## src/design/i2cbm_pkg.sv

```systemverilog
// Shared types and constants for the I2C bus monitor.
package i2cbm_pkg;

	localparam int unsigned TIME_W = 32;
	localparam int unsigned ELAPSED_W = 16;
	localparam int unsigned BYTE_W = 8;
	localparam int unsigned COUNT_W = 4;

	localparam logic [ELAPSED_W-1:0] TIMEOUT_RESET = 16'd14900;
	localparam logic [COUNT_W-1:0] BITS_PER_BYTE = 4'd8;

	localparam logic [1:0] LINES_BOTH = 2'b11;
	localparam logic [1:0] LINES_SCL_ONLY = 2'b10;

	typedef struct packed {
		logic scl;
		logic sda;
		logic [TIME_W-1:0] time_us;
	} sample_t;

	typedef struct packed {
		logic is_stop;
		logic [BYTE_W-1:0] data_byte;
		logic first_after_start;
		logic acked;
		logic [ELAPSED_W-1:0] elapsed_us;
	} event_t;

	typedef struct packed {
		logic emit;
		event_t ev;
	} result_t;

endpackage

```

## src/design/i2cbm_sample_stage.sv

```systemverilog
// Input register stage that holds one bus sample until the capture logic takes it.
module i2cbm_sample_stage (
	input logic clk,
	input logic arst_n,
	input logic sample_valid,
	output logic sample_ready,
	input i2cbm_pkg::sample_t sample_in,
	input logic advance,
	output logic valid_s1,
	output i2cbm_pkg::sample_t sample_s1
);
	import i2cbm_pkg::*;

	assign sample_ready = !valid_s1 || advance;

	always_ff @(posedge clk or negedge arst_n) begin
		if (!arst_n) begin
			valid_s1 <= 1'b0;
		end else if (sample_ready) begin
			valid_s1 <= sample_valid;
		end
	end

	always_ff @(posedge clk) begin
		if (sample_ready && sample_valid) begin
			sample_s1 <= sample_in;
		end
	end

endmodule

```

## src/design/i2cbm_capture_core.sv

```systemverilog
// Capture state and per-sample decoding of START, STOP, clock edges and timeout.
module i2cbm_capture_core (
	input logic clk,
	input logic arst_n,
	input logic timeout_we,
	input logic [i2cbm_pkg::ELAPSED_W-1:0] timeout_wdata,
	input logic advance,
	input i2cbm_pkg::sample_t sample_s1,
	output i2cbm_pkg::result_t result
);
	import i2cbm_pkg::*;

	logic [1:0] prev_lines_q;
	logic capturing_q;
	logic [BYTE_W-1:0] shift_byte_q;
	logic [COUNT_W-1:0] bit_count_q;
	logic first_pending_q;
	logic [TIME_W-1:0] start_time_q;
	logic [TIME_W-1:0] last_byte_time_q;
	logic [ELAPSED_W-1:0] timeout_q;

	logic [1:0] lines;
	logic start_seen;
	logic stop_seen;
	logic scl_rise;
	logic [COUNT_W-1:0] count_next;
	logic byte_done;
	logic [TIME_W-1:0] since_start;
	logic [TIME_W-1:0] since_byte;
	logic timed_out;

	assign lines = {sample_s1.scl, sample_s1.sda};
	assign start_seen = !capturing_q && prev_lines_q == LINES_BOTH && lines == LINES_SCL_ONLY;
	assign stop_seen = capturing_q && prev_lines_q == LINES_SCL_ONLY && lines == LINES_BOTH;
	assign scl_rise = capturing_q && !stop_seen && sample_s1.scl && !prev_lines_q[1];
	assign count_next = bit_count_q + 4'd1;
	assign byte_done = scl_rise && count_next > BITS_PER_BYTE;
	assign since_start = sample_s1.time_us - start_time_q;
	assign since_byte = sample_s1.time_us - last_byte_time_q;
	assign timed_out = (|since_start[TIME_W-1:ELAPSED_W]) ||
		(since_start[ELAPSED_W-1:0] >= timeout_q);

	always_comb begin
		result.emit = stop_seen || byte_done;
		result.ev.is_stop = stop_seen;
		result.ev.data_byte = stop_seen ? '0 : shift_byte_q;
		result.ev.first_after_start = !stop_seen && first_pending_q;
		result.ev.acked = !stop_seen && !sample_s1.sda;
		result.ev.elapsed_us = stop_seen ? since_start[ELAPSED_W-1:0] :
			since_byte[ELAPSED_W-1:0];
	end

	always_ff @(posedge clk or negedge arst_n) begin
		if (!arst_n) begin
			timeout_q <= TIMEOUT_RESET;
		end else if (timeout_we) begin
			timeout_q <= timeout_wdata;
		end
	end

	always_ff @(posedge clk or negedge arst_n) begin
		if (!arst_n) begin
			prev_lines_q <= LINES_BOTH;
			capturing_q <= 1'b0;
			shift_byte_q <= '0;
			bit_count_q <= '0;
			first_pending_q <= 1'b0;
			start_time_q <= '0;
			last_byte_time_q <= '0;
		end else if (advance) begin
			prev_lines_q <= lines;
			if (start_seen) begin
				capturing_q <= 1'b1;
				shift_byte_q <= '0;
				bit_count_q <= '0;
				first_pending_q <= 1'b1;
				start_time_q <= sample_s1.time_us;
				last_byte_time_q <= sample_s1.time_us;
			end else if (stop_seen) begin
				capturing_q <= 1'b0;
			end else if (capturing_q) begin
				if (byte_done) begin
					shift_byte_q <= '0;
					bit_count_q <= '0;
					first_pending_q <= 1'b0;
					last_byte_time_q <= sample_s1.time_us;
				end else if (scl_rise) begin
					shift_byte_q <= {shift_byte_q[BYTE_W-2:0], sample_s1.sda};
					bit_count_q <= count_next;
				end
				if (timed_out) begin
					capturing_q <= 1'b0;
				end
			end
		end
	end

	a_count_range: assert property (@(posedge clk) disable iff (!arst_n)
		bit_count_q <= BITS_PER_BYTE)
		else $error("bit counter past the ninth clock");

	a_emit_in_capture: assert property (@(posedge clk) disable iff (!arst_n)
		result.emit |-> capturing_q)
		else $error("event outside a capture");

	a_stop_ends: assert property (@(posedge clk) disable iff (!arst_n)
		(advance && stop_seen) |=> !capturing_q)
		else $error("capture still open after a stop");

	a_start_opens: assert property (@(posedge clk) disable iff (!arst_n)
		(advance && start_seen) |=> (capturing_q && bit_count_q == '0 && first_pending_q))
		else $error("start did not open a clean capture");

endmodule

```

## src/design/i2cbm_event_stage.sv

```systemverilog
// Result register that holds one event until the consumer takes it.
module i2cbm_event_stage (
	input logic clk,
	input logic arst_n,
	input logic advance,
	input i2cbm_pkg::result_t result,
	output logic room,
	output logic event_valid,
	input logic event_ready,
	output i2cbm_pkg::event_t event_q
);
	import i2cbm_pkg::*;

	assign room = !event_valid || event_ready;

	always_ff @(posedge clk or negedge arst_n) begin
		if (!arst_n) begin
			event_valid <= 1'b0;
		end else if (advance) begin
			event_valid <= result.emit;
		end else if (event_ready) begin
			event_valid <= 1'b0;
		end
	end

	always_ff @(posedge clk) begin
		if (advance && result.emit) begin
			event_q <= result.ev;
		end
	end

	a_no_overwrite: assert property (@(posedge clk) disable iff (!arst_n)
		(event_valid && !event_ready) |-> !advance)
		else $error("pending event overwritten");

endmodule

```

## src/design/i2c_bus_monitor_unit.sv

```systemverilog
// Top level of the passive I2C bus monitor.
//
// Channel   Direction  Handshake                    Payload
// sample    in         sample_valid/sample_ready    scl, sda, time_us
// event     out        event_valid/event_ready      is_stop, data_byte, first_after_start,
//                                                   acked, elapsed_us
// timeout   in         timeout_we (no wait)         timeout_wdata
//
// A sample's event is offered from the result register: the capture logic works in one pass from
// the input register into the result register. One sample is accepted per cycle while no pending event stalls.
// Reset clears all capture state and loads the timeout register with 14900.
// A pending event that is not taken stalls the input register, and with it sample_ready.
module i2c_bus_monitor_unit (
	input logic clk,
	input logic arst_n,
	input logic sample_valid,
	output logic sample_ready,
	input logic scl,
	input logic sda,
	input logic [31:0] time_us,
	output logic event_valid,
	input logic event_ready,
	output logic is_stop,
	output logic [7:0] data_byte,
	output logic first_after_start,
	output logic acked,
	output logic [15:0] elapsed_us,
	input logic timeout_we,
	input logic [15:0] timeout_wdata
);
	import i2cbm_pkg::*;

	sample_t sample_in;
	sample_t sample_s1;
	logic valid_s1;
	logic advance;
	logic room;
	result_t result;
	event_t event_q;

	assign sample_in = '{scl: scl, sda: sda, time_us: time_us};
	assign advance = valid_s1 && room;

	i2cbm_sample_stage u_sample (
		.clk(clk),
		.arst_n(arst_n),
		.sample_valid(sample_valid),
		.sample_ready(sample_ready),
		.sample_in(sample_in),
		.advance(advance),
		.valid_s1(valid_s1),
		.sample_s1(sample_s1)
	);

	i2cbm_capture_core u_core (
		.clk(clk),
		.arst_n(arst_n),
		.timeout_we(timeout_we),
		.timeout_wdata(timeout_wdata),
		.advance(advance),
		.sample_s1(sample_s1),
		.result(result)
	);

	i2cbm_event_stage u_event (
		.clk(clk),
		.arst_n(arst_n),
		.advance(advance),
		.result(result),
		.room(room),
		.event_valid(event_valid),
		.event_ready(event_ready),
		.event_q(event_q)
	);

	assign is_stop = event_q.is_stop;
	assign data_byte = event_q.data_byte;
	assign first_after_start = event_q.first_after_start;
	assign acked = event_q.acked;
	assign elapsed_us = event_q.elapsed_us;

endmodule

```

## config.mk

```make
export PLATFORM = sky130hd
export DESIGN_NAME = i2c_bus_monitor_unit
export DESIGN_NICKNAME = d
export VERILOG_FILES = /design/src/design/i2cbm_pkg.sv /design/src/design/i2cbm_sample_stage.sv /design/src/design/i2cbm_capture_core.sv /design/src/design/i2cbm_event_stage.sv /design/src/design/i2c_bus_monitor_unit.sv
export SDC_FILE = /design/constraint.sdc
export NUM_CORES = 1
export LEC_CHECK = 0
export BUFFER_PORTS_ARGS = -buffer_cell sky130_fd_sc_hd__buf_2
export CAP_MARGIN = 20
export CORE_MARGIN = 4
export CORE_UTILIZATION = 60
export DETAILED_ROUTE_END_ITERATION = 7
export GPL_TIMING_DRIVEN = 1
export PLACE_DENSITY_LB_ADDON = 0.2
export REMOVE_ABC_BUFFERS = 1
export SYNTH_ARGS = -nofsm -noshare
export SYNTH_HDL_FRONTEND = slang
export SYNTH_SLANG_ARGS = --single-unit
```

## constraint.sdc

```tcl
create_clock -name clk -period 11.9 [get_ports clk]
set_input_delay 2.38 -clock clk [delete_from_list [all_inputs] [get_ports clk]]
set_output_delay 2.38 -clock clk [all_outputs]
set_load 0.005 [all_outputs]
```

==> metrics.md, run 1 <==
| Metric | Value |
|---|---|
| H-Tree Depth | 4 |
| Detail Placement HPWL | 13,650 um |
| Resize count post-CTS | 0 |
| Final wirelength | 19,350 um |
| Yosys warns | 0 |
| Post-CTS Hold Buffers | 0 |
| DRC violations left | 0 |
| Initial Util | 62.02% |
| Seq cells post-synth | 143 |
| Core Area | 0.01340 mm^2 |
| Fillers | 996 |
| Worst Setup End Kind | primary output |
| RSZ-0062 raised after global routing | false |
| Cts bufs inserted | 17 |
| Unique masters post-synth | 70 |
| Total gr overflow | 0 |
| Slew Limit Fails | 0 |
| HP Class | flip-flop to flip-flop |
| Synth Area in Simple Gates | 13.11% |
| Setup_tns | 0 ps |
| Critical R2R Capture | u_core.capturing_q$_DFFE_PN0P_ |
| Final GP Congestion | 0.8515 |
| Final cycle utilization of the critical path | 43.55% |
| Comb power frac | 38.0% |
| Status | completed |
| Post-route ant nets | 0 |
| Largest net degree at the start of global routing | 83 |
| Std-Cell Rows | 42 |
| Vias in the first global route | 6,604 |
| Max VDD drop | 127.1 uV |
| Pwr Density | 199.9 mW/mm^2 |
| Leak | 4.320 nW |
| MaxCap Viol Count | 0 |
| Post-CTS Setup Inserts | 0 |
| Req. time, crit path | 9520 ps |
| Sw frac | 35.01% |
| Die H | 125.7 um |
| Final instance area | 0.009500 mm^2 |
| Adder-Cell Fraction of Synth Area | 10.12% |
| Worst-Skew Late Latency | 430 ps |
| Share of total power in the clock network | 28.9% |
| CTS Buffer Depth | 2 |
| CTS tree | built |
| Post-synthesis compound-gate area fraction | 16.67% |
| Cells on Worst Hold Path | 2 |
| EDFF count, synth | 61 |
| Post-Syn Area | 0.008310 mm^2 |
| First-pass DRT Iterations | 5 |
| Internal power | 1.234 mW |
| Mux share of post-synthesis cell area | 5.194% |
| Final Hold Viols | 0 |
| Placed Area | 0.008866 mm^2 |
| R2r setup slk | 7260 ps |
| First-pass GRT wire length | 32,150 um |
| Startpoint type of the worst setup path | input pin |
| Share of cells above drive strength 1 | 19.50% |
| Dpl ws | 6717 ps |
| Clock slew at reported path FFs | 60 ps |
| CP Max Fanout | 3 |
| Syn Area/Cell | 10.11 um^2 |
| Layout Cells excl Fill | 1,089 |
| Flop pwr share | 33.2% |
| Worst EP arrival | 2800 ps |
| Clock skew | 11.63 ps |
| Initial antenna violation count | 0 |
| Crit path time final | 5183 ps |
| Worst Hold Path EP | u_core.prev_lines_q[1]$_DFFE_PN1P_ |
| Fin worst setup slack | 6717 ps |
| Die area | 0.01580 mm^2 |
| Drt wl/cell | 17.77 um |
| Clk sinks | 143 |
| Drt via density | 5.967 |
| Min-delay src | u_core.prev_lines_q[1]$_DFFE_PN1P_ |
| Combinational family with the most area after synthesis | compound AO/OA/AOI/OAI gates |
| RR Startpoint | u_sample.sample_s1[0]$_DFFE_PP_ |
| I/O pin count | 84 |
| Cell count after synthesis | 822 |
| CP Class | input pin to primary output |
| Reg2reg path depth | 19 |
| Clock Tree Root | clkbuf_16 |
| Main synth FF type | dfrtp_1 |
| F_max | 193.0 MHz |
| Switching pwr | 0.6648 mW |
| XOR/XNOR share of the synthesized area | 2.846% |
| Vias | 6,498 |
| Tot GR Track Use | 25.23% |
| I/O Buffers | 83 |
| Die W | 125.7 um |
| Dpl cells | 1,056 |
| Final setup violation count | 0 |
| Register area share after synthesis | 46.87% |
| DRT iter0 DRCs | 475 |
| Antenna diodes | 0 |
| Slew Limit Headroom | 37.17% |
| Worst slew pin tran | 938.3 ps |
| Final Net Count | 1,021 |
| Area Overhead vs Synth | 14.32% |
| Asr flop ratio synth | 57.34% |
[flip-flops by register name (all words and copies together) (netlist names)]
name / flops
u_core.start_time_q: 32
u_event.event_q: 27
u_core.capturing_q: 1
u_core.timeout_q: 16
u_sample.valid_s1: 1
u_core.prev_lines_q: 2
u_sample.sample_s1: 34
u_core.last_byte_time_q: 16
u_event.event_valid: 1
u_core.shift_byte_q: 8
u_core.bit_count_q: 4
u_core.first_pending_q: 1
[kinds of logic after synthesis]
group                    after synthesis
AND/OR/NAND/NOR                      224
AO/OA/AOI/OAI                        211
flip-flops                           143
buffers and inverters                112
adder cells (fa/ha/maj)               66
multiplexers                          39
XOR/XNOR                              27
[critical path, stage by stage]
cell      delay [ps]
buf_2            100
nand3b_1         170
buf_2            150
[Yosys cell counts, types with 3 or more instances]
| cell type | count | area share [%] |
|---|---|---|
| dfrtp_1 | 73 | 22 |
| xnor2_1 | 17 | 1.8 |
| o21ai_0 | 57 | 3.4 |
| nor3_1 | 9 | 0.54 |
| nor2b_1 | 8 | 0.60 |
| nor4_1 | 4 | 0.30 |
| mux2i_1 | 6 | 0.72 |
| nor2_1 | 49 | 2.2 |
| dfstp_2 | 9 | 2.8 |
| a21oi_1 | 50 | 3.0 |
| ha_1 | 64 | 9.6 |
| nand3_1 | 16 | 0.96 |
| nand2b_1 | 10 | 0.75 |
| nand4_1 | 12 | 0.90 |
| or3_1 | 5 | 0.38 |
| o21a_1 | 10 | 0.90 |
| and3_1 | 5 | 0.38 |
| edfxtp_1 | 61 | 22 |
| a22o_1 | 11 | 1.2 |
| and2_1 | 12 | 0.90 |
| o21bai_1 | 4 | 0.36 |
| o31ai_1 | 5 | 0.45 |
| a31oi_1 | 8 | 0.60 |
| o211ai_1 | 4 | 0.36 |
| a21o_1 | 20 | 1.8 |
| clkbuf_1 | 27 | 1.2 |
| or4_1 | 3 | 0.27 |
| nand2_1 | 74 | 3.3 |
| inv_1 | 81 | 3.7 |
| or2_2 | 6 | 0.45 |
| a211oi_1 | 11 | 0.99 |
| a2111oi_0 | 3 | 0.32 |
| xor2_1 | 10 | 1.1 |
| mux2_2 | 33 | 4.5 |
[power by group through the flow]
stage | Sequential (mW) | Combinational, mW | Clock (mW)
5_1_grt | 0.637 | 0.808 | 0.577
2_1_floorplan | 0.627 | 0.536 | 0
6_report | 0.630 | 0.721 | 0.548
3_5_place_dp | 0.638 | 0.697 | 0
3_3_place_gp | 0.633 | 0.668 | 0
4_1_cts | 0.629 | 0.709 | 0.553
[worst max path at each step]
stage,to,cells after the start,from,slack [ps]
after CTS,sample_ready,3,event_ready,6710
after detailed placement,sample_ready,3,event_ready,6720
final,sample_ready,3,event_ready,6720
after global placement,sample_ready,3,event_ready,6740
after floorplan,sample_ready,1,event_ready,6970
after global routing,sample_ready,3,event_ready,6660
[routing by layer]
metal,track usage [%],wire [um]
met4,11.67,505
met5,0,0
met2,41.03,9414
met3,4.784,1117
met1,32.94,8312
[metrics by stage]
stage	power (mW)	util, %	hold slack (ps)
2_1_floorplan	1.163	-	448.4
3_3_place_gp	1.301	66.16	455.5
3_5_place_dp	1.334	66.16	470.6
4_1_cts	1.891	70.69	480.2
5_1_grt	2.022	70.90	501.7
6_report	1.899	70.90	479.1
[layout make-up]
cell class | count | area (um^2) | share of cell area, %
clock inverter | 13 | 163.9 | 1.725
timing repair buffer | 89 | 483.0 | 5.084
sequential | 143 | 3895 | 41.00
clock buffer | 19 | 442.9 | 4.662
multi-input combinational | 567 | 3988 | 41.97
inverter | 82 | 307.8 | 3.240
tap | 176 | 220.2 | 2.318
[layout by cell type (no fill, tap or decap), types with 17 or more instances in the layout]
master and count:
a21o_1 20, a21oi_1 49, buf_2 82, clkbuf_16 17, dfrtp_1 73, edfxtp_1 61, ha_1 64, inv_1 81
mux2_2 33, nand2_1 74, nor2_1 49, o21ai_0 57, xnor2_1 17
Note: power is estimated with default switching activity, not from simulation.
==> run 2, diff against run 1 <==
- ABC_AREA: not set -> 1
- CORE_UTILIZATION: 60 -> 54
- clock period: 11.9 -> 4.5 ns (I/O delays scaled with it)
==> run 2 against run 1 <==
Effect of this change:
- design area is 4.4% higher
- worst setup slack lost 5400 ps
- global-route usage shrank 2.5 points
- final cell count is 31% higher
- critical endpoint is now u_core.capturing_q$_DFFE_PN0P_
- largest power group unchanged
==> metrics.md, run 2 <==
| Metric | Value |
|---|---|
| Post-CTS Hold Buffers | 0 (unchanged) |
| Dpl ws | 1416 ps (-5301 ps) |
| CP max-delay cell | edfxtp_1 |
| Commonest non-fill, non-tap cell in the layout | nand2_1 |
| DRT iter0 DRCs | 449 (-5.5%) |
| Share of the synthesized area in the top cell type | 21.09% (-0.95 points) |
| Reg2reg path depth | 18 (-1) |
| Clock slew at reported path FFs | 60 ps (about the same) |
| Vias | 7,003 (+7.8%) |
| Placed Area | 0.009353 mm^2 (+5.5%) |
| Share of cells above drive strength 1 | 12.75% (-6.7 points) |
| First-pass DRT Iterations | 6 (+1) |
| Worst Hold Path EP | u_core.start_time_q[15]$_DFFE_PN0P_ |
| Final Hold Viols | 0 (unchanged) |
| Max VDD drop | 244.8 uV (+93%) |
| Resize count post-CTS | 0 (unchanged) |
| Critical R2R Capture | u_core.capturing_q$_DFFE_PN0P_ |
| Cell count after synthesis | 1,106 (+35%) |
| Cells on Worst Hold Path | 2 (unchanged) |
| Cts bufs inserted | 17 (unchanged) |
| Register area share after synthesis | 44.85% (-2.0 points) |
| Tot GR Track Use | 22.74% (-2.5 points) |
| HP Class | flip-flop to flip-flop |
| CTS Buffer Depth | 2 (unchanged) |
| Worst slew pin tran | 910.1 ps (-28.19 ps) |
| Post-CTS Setup Inserts | 0 (unchanged) |
| WP buf/inv | 1 (-1) |
| Min-delay src | u_core.start_time_q[15]$_DFFE_PN0P_ |
| Worst Setup End Kind | flip-flop |
| Initial antenna violation count | 0 (unchanged) |
| Unique masters post-synth | 43 (-39%) |
| Core Area | 0.01583 mm^2 (+18%) |
| Area contributors post-synth | edfxtp_1 (21%), dfrtp_1 (21%), nand2_1 (14%), ha_1 (9.2%), inv_1 (9.0%) |
| Met2 usage | 37.10% (-3.9 points) |
| Die W | 134.8 um (+7.3%) |
| Post-route ant nets | 0 (unchanged) |
| Clock skew | 5.872 ps (-5.762 ps) |
| R2r setup slk | 1330 ps (-5930 ps) |
| Antenna diodes | 0 (unchanged) |
| Worst path cell trace | ha_1, nand2_1, inv_1, a21oi_1, nand2_1, nand2_1, nand2_1, xor2_1, ha_1, a21oi_1, o211ai_1, a21oi_1, nand3_1, nor2_1, nand2_1, nand2_1, nand2_1, nand2_1 |
| Largest net degree at the start of global routing | 53 (-36%) |
| Area Overhead vs Synth | 14.25% (about the same) |
| Met3 usage in global routing | 4.359% (-0.42 points) |
| Startpoint type of the worst setup path | flip-flop |
| Fillers | 1,406 (+41%) |
| Pwr Density | 526.3 mW/mm^2 (+160%) |
| I/O pin count | 84 (unchanged) |
| Asr flop ratio synth | 57.34% (unchanged) |
| Final cycle utilization of the critical path | 70.44% |
| Final instance area | 0.009922 mm^2 (+4.4%) |
| Largest registers | u_sample.sample_s1 (34), u_core.start_time_q (32), u_event.event_q (27) |
| Leak | 5.190 nW (+20%) |
| Worst-Skew Late Latency | 420 ps (about the same) |
| Clk sinks | 143 (unchanged) |
| First-pass GRT wire length | 32,850 um (+2.2%) |
| Crit path time final | 3170 ps |
| H-Tree Depth | 4 (unchanged) |
| Initial Util | 54.87% (-7.1 points) |
| Syn Area/Cell | 7.852 um^2 (-22%) |
| Slew Limit Headroom | 39.19% (+2.0 points) |
| Synth area leader | edfxtp_1 |
| Max FFs per register | 34 (unchanged) |
| F_max | 315.5 MHz |
| Final wirelength | 19,360 um (about the same) |
| Top cells by count, synth | nand2_1 (315), inv_1 (208), nor2_1 (91) |
| Vias in the first global route | 6,924 (+4.8%) |
| Kind of cell adding the most delay to the critical path | simple AND/OR/NAND/NOR gates |
| Seq cells post-synth | 143 (unchanged) |
| Count leader, synth | nand2_1 |
| Die area | 0.01818 mm^2 (+15%) |
| Std-Cell Rows | 46 (+9.5%) |
| Total gr overflow | 0 (unchanged) |
| Slew Limit Fails | 0 (unchanged) |
| CTS tree | built |
| Most flops, register | u_sample.sample_s1 |
| Worst EP arrival | 3530 ps (+730 ps) |
| CP Max Fanout | 4 (+1) |
| Setup_tns | 0 ps (unchanged) |
| Detail Placement HPWL | 15,140 um (+11%) |
| Req. time, crit path | 4860 ps (-4660 ps) |
| Fin worst setup slack | 1330 ps (-5387 ps) |
| RR Startpoint | u_sample.sample_s1[6]$_DFFE_PP_ |
| Die H | 134.8 um (+7.3%) |
| Top Usage Layer GRT | met2 |
| RSZ-0062 raised after global routing | false |
| CP Class | flip-flop to flip-flop |
| Status | completed |
| Drt wl/cell | 13.60 um (-23%) |
| MaxCap Viol Count | 0 (unchanged) |
| Post-Syn Area | 0.008685 mm^2 (+4.5%) |
| GR met1 Demand/Resource | 30.86% (-2.1 points) |
| Main synth FF type | dfrtp_1 |
| Drt via density | 4.918 (-18%) |
| DRC violations left | 0 (unchanged) |
| Final GP Congestion | 0.9090 (+6.8%) |
| Clock Tree Root | clkbuf_16 |
| Total power | 5.222 mW (+180%) |
| Most frequent CP cell | nand2_1 |
| Yosys warns | 0 (unchanged) |
| EDFF count, synth | 61 (unchanged) |
| Final Net Count | 1,316 (+29%) |
| Final setup violation count | 0 (unchanged) |
| I/O Buffers | 83 (unchanged) |
| Crit-path max cell delay | 440 ps (+270 ps) |
| Commonest non-fill, non-tap cells in the layout | nand2_1 (314), inv_1 (208), nor2_1 (91) |
-- run 2: cell count changes after synthesis, sizes merged, moves of 19 or more --
cell    before  now
nand2       74  324
inv         82  213
nor2        49   95
mux2        33    2
nand3       16   38
clkbuf      28    8
a21o        20    1
a21oi       50   69
-- run 2: worst min-delay path: cells and delay by family, from the launching register on --
family	cells	cell delay, ps
and+or+nand+nor	1	50
AOI/OAI and AO/OA	1	70
DFF	1	340
-- run 2: stage by stage --
| step | util, % | instances | hold slack [ps] |
|---|---|---|---|
| after floorplan | - | 1088 | 453.0 |
| after global placement | 59.09 | 1392 | 475.2 |
| after detailed placement | 59.09 | 1392 | 481.3 |
| after CTS | 62.69 | 1424 | 495.3 |
| after global routing | 62.69 | 1424 | 510.6 |
| final | 62.69 | 1424 | 496.3 |
-- run 2: layout make-up --
cell class	instances	area, um^2	area share (%)
repair buffers	88	455.4	4.590
inverters	214	803.3	8.096
clock inverters	14	140.1	1.412
clock buffers	18	429.2	4.325
flip-flops and latches	143	3895	39.26
multi-input cells	731	3929	39.60
well taps	216	270.3	2.724
-- run 2: routing by layer --
layer | up-vias | wire length, um
li1 | 3670 | -
met1 | 3153 | 9200
met2 | 150 | 8921
met3 | 30 | 822
met4 | 0 | 418
met5 | - | 0
-- run 2: cell families after synthesis --
family,count (synthesis),share of synthesized area (%)
buffers and inverters,232,10.07
and+or+nand+nor,482,22.73
xor gates and xnor gates,28,2.824
muxes,3,0.3746
AOI/OAI and AO/OA,152,9.465
DFF,143,44.85
adders and majority gates,66,9.682
-- run 2: worst max-delay path by stage --
stage | depth (start not counted) | from | endpoint | slack, ps
CTS | 18 | u_sample.sample_s1[6]$_DFFE_PP_ | u_core.capturing_q$_DFFE_PN0P_ | 1390
finish | 18 | u_sample.sample_s1[6]$_DFFE_PP_ | u_core.capturing_q$_DFFE_PN0P_ | 1330
floorplan | 3 | u_core.prev_lines_q[1]$_DFFE_PN1P_ | u_event.event_q[0]$_DFFE_PP_ | 1140
global placement | 18 | u_sample.sample_s1[11]$_DFFE_PP_ | u_core.capturing_q$_DFFE_PN0P_ | 1490
global route | 18 | u_sample.sample_s1[2]$_DFFE_PP_ | u_core.capturing_q$_DFFE_PN0P_ | 1120
detailed placement | 18 | u_sample.sample_s1[6]$_DFFE_PP_ | u_core.capturing_q$_DFFE_PN0P_ | 1420
-- run 2: report_power, final --
group	total, mW	switching, mW	internal, mW
logic	2.11	1.33	0.783
registers	1.75	0.0912	1.66
clock network	1.36	0.551	0.812
==> run 3, diff against run 2 <==
- ABC_AREA: 1 -> 0
- clock period: 4.5 -> 2.8 ns (I/O delays scaled with it)
==> run 3 against run 2 <==
Effect of this change:
- the flow now finishes with violations (negative setup slack)
- largest power group unchanged
- first-iteration DRC count is 12% lower
- clock skew increased by 4.1 ps
- total power grew 77%
- global-route usage increased by 1.9 points
- sequential cell count is the same
==> metrics.md, run 3 (synthesized netlist as in run 1, its figures left out) <==
| Metric | Value |
|---|---|
| Fin worst setup slack | -1489 ps (-2819 ps) |
| Area Overhead vs Synth | 32.29% |
| Crit path time final | 4289 ps (+1119 ps) |
| Startpoint type of the worst setup path | flip-flop |
| Slew Limit Headroom | 37.11% (-2.1 points) |
| Share of cells above drive strength 1 | 35.58% (+23 points) |
| Clock skew | 10.02 ps (+4.149 ps) |
| Die H | 132.1 um (-2.0%) |
| I/O Buffers | 83 (unchanged) |
| CP Class | flip-flop to flip-flop |
| Antenna diodes | 0 (unchanged) |
| Tot GR Track Use | 24.63% (+1.9 points) |
| F_max | 233.2 MHz (-26%) |
| Leak | 5.115 nW (-1.4%) |
| Worst-Skew Late Latency | 440 ps (+20 ps) |
| Final cycle utilization of the critical path | 153.2% (+83 points) |
| CP max-delay cell | or4_4 |
| Req. time, crit path | 3150 ps (-1710 ps) |
| Clock slew at reported path FFs | 60 ps (about the same) |
| Std-Cell Rows | 45 (-2.2%) |
| DRC violations left | 0 (unchanged) |
| Setup_tns | -1829 ps (-1829 ps) |
| Worst Setup End Kind | flip-flop |
| Final Hold Viols | 0 (unchanged) |
| Max VDD drop | 540.5 uV (+120%) |
| Commonest non-fill, non-tap cell in the layout | buf_4 |
| Vias in the first global route | 7,113 (+2.7%) |
| Kind of cell adding the most delay to the critical path | compound AO/OA/AOI/OAI gates |
| Detail Placement HPWL | 15,070 um (-0.45%) |
| HP Class | input pin to asynchronous set/reset pin |
| Commonest non-fill, non-tap cells in the layout | buf_4 (155), buf_2 (82), inv_1 (79) |
| Die W | 132.1 um (-2.0%) |
| I/O pin count | 84 (unchanged) |
| Drt wl/cell | 16.83 um (+24%) |
| Initial Util | 54.87% (about the same) |
| Total gr overflow | 0 (unchanged) |
| Worst path cell trace | ha_1, buf_4, o211ai_1, a21o_1, a21oi_2, a31o_1, a21oi_1, xnor2_1, ha_1, a21o_1, a21o_1, a32o_1, nor4_1, and4_1, nand4_1, or4_1, or4_4, o31ai_2 |
| Post-route ant nets | 0 (unchanged) |
| Routed met2 length | 10,520 um (+18%) |
| Initial antenna violation count | 0 (unchanged) |
| Worst slew pin tran | 939.2 ps (+29.11 ps) |
| Pwr Density | 839.9 mW/mm^2 (+60%) |
| Status | finished with violations |
| Dpl cells | 1,212 (-13%) |
| Post-CTS Hold Buffers | 0 (unchanged) |
| Crit-path max cell delay | 420 ps (-20 ps) |
| DR top layer | met4 |
| WP buf/inv | 1 (unchanged) |
| Cts bufs inserted | 17 (unchanged) |
| Final GP Congestion | 0.8889 (-2.2%) |
| Most flops, register | u_sample.sample_s1 |
| First-pass DRT Iterations | 6 (unchanged) |
| Largest net degree at the start of global routing | 43 (-19%) |
| Vias | 6,988 (-0.21%) |
| Layout Cells excl Fill | 1,256 (-12%) |
| Final setup violation count | 3 (+3) |
| CTS Buffer Depth | 2 (unchanged) |
| Core Area | 0.01515 mm^2 (-4.3%) |
| H-Tree Depth | 4 (unchanged) |
| Clk sinks | 143 (unchanged) |
| CP Max Fanout | 3 (-1) |
| Worst EP arrival | 4640 ps (+1110 ps) |
| Drt via density | 5.564 (+13%) |
| Clock Tree Root | clkbuf_16 |
| M1 wire length | 9340 um (+1.5%) |
| Slew Limit Fails | 0 (unchanged) |
| Max FFs per register | 34 (unchanged) |
| Worst hold slack | 112.6 ps (-383.6 ps) |
| Die area | 0.01744 mm^2 (-4.1%) |
| Largest registers | u_sample.sample_s1 (34), u_core.start_time_q (32), u_event.event_q (27) |
| Final Net Count | 1,176 (-11%) |
| Most frequent CP cell | a21o_1 |
| First-pass GRT wire length | 34,860 um (+6.1%) |
| DR WL met3 | 920 um (+12%) |
| Fillers | 1,070 (-24%) |
| DRT iter0 DRCs | 393 (-12%) |
| MaxCap Viol Count | 0 (unchanged) |
| Violated checks | negative setup slack |
| RSZ-0062 raised after global routing | true |
| CTS tree | built |
| Final wirelength | 21,140 um (+9.2%) |
-- run 3: changes by cell type in the layout (fill, tap and decap cells not counted), moves of 19 or more --
cell / delta
nand3_1: -22
nand2_1: -240
a21oi_1: -26
nor2_1: -44
buf_4: +149
mux2_2: +31
a21o_1: +19
inv_1: -129
-- run 3: worst paths after layout --
kind	from	endpoint	slack [ps]	cells after the start
max	u_sample.sample_s1[4]$_DFFE_PP_	u_core.capturing_q$_DFFE_PN0P_	-1490	18
min	arst_n	u_core.timeout_q[1]$_DFFE_PN0P_	110	1
max reg2reg	u_sample.sample_s1[4]$_DFFE_PP_	u_core.capturing_q$_DFFE_PN0P_	-1490	18
min reg2reg	u_core.prev_lines_q[1]$_DFFE_PN1P_	u_core.prev_lines_q[1]$_DFFE_PN1P_	480	2
max in group asynchronous	arst_n	u_core.timeout_q[13]$_DFFE_PN1P_	1980	2
min in group clk	time_us[12]	u_sample.sample_s1[12]$_DFFE_PP_	300	1
-- run 3: layout make-up --
type	instances	area (um^2)	share of cell area, %
timing repair buffer	244	1679	15.27
sequential	143	3895	35.43
clock inverter	8	77.57	0.7056
tap	188	235.2	2.140
multi-input combinational	567	4284	38.97
clock buffer	24	513.0	4.666
inverter	82	310.3	2.822
-- run 3: where the power goes --
group / internal, mW / total, mW / switching, mW / leakage, nW
combinational: 2.17 / 4.31 / 2.14 / 3.22
sequential: 2.53 / 2.67 / 0.139 / 1.60
clock: 1.37 / 2.25 / 0.885 / 0.288
-- run 3: stage by stage --
stage	utilization (%)	setup slack [ps]	power (mW)	area, um^2
final	72.59	-1489	9.234	10990
after global routing	72.59	-1709	9.834	10990
after global placement	66.03	-1451	6.424	10000
after detailed placement	66.03	-1561	6.534	10000
after CTS	70.88	-1472	8.954	10740
after floorplan	-	-1263	4.942	8187
-- run 3: metal layers --
metal,track usage (%),vias up
li1,-,3411
met1,31.95,3390
met2,41.99,161
met3,4.885,26
met4,7.410,0
met5,0,-
-- run 3: what timing repair did --
action,4_1_cts,5_1_grt
buffers inserted,6,7
setup endpoints to repair,9,9
pin swaps,15,26
gates resized for setup,29,41
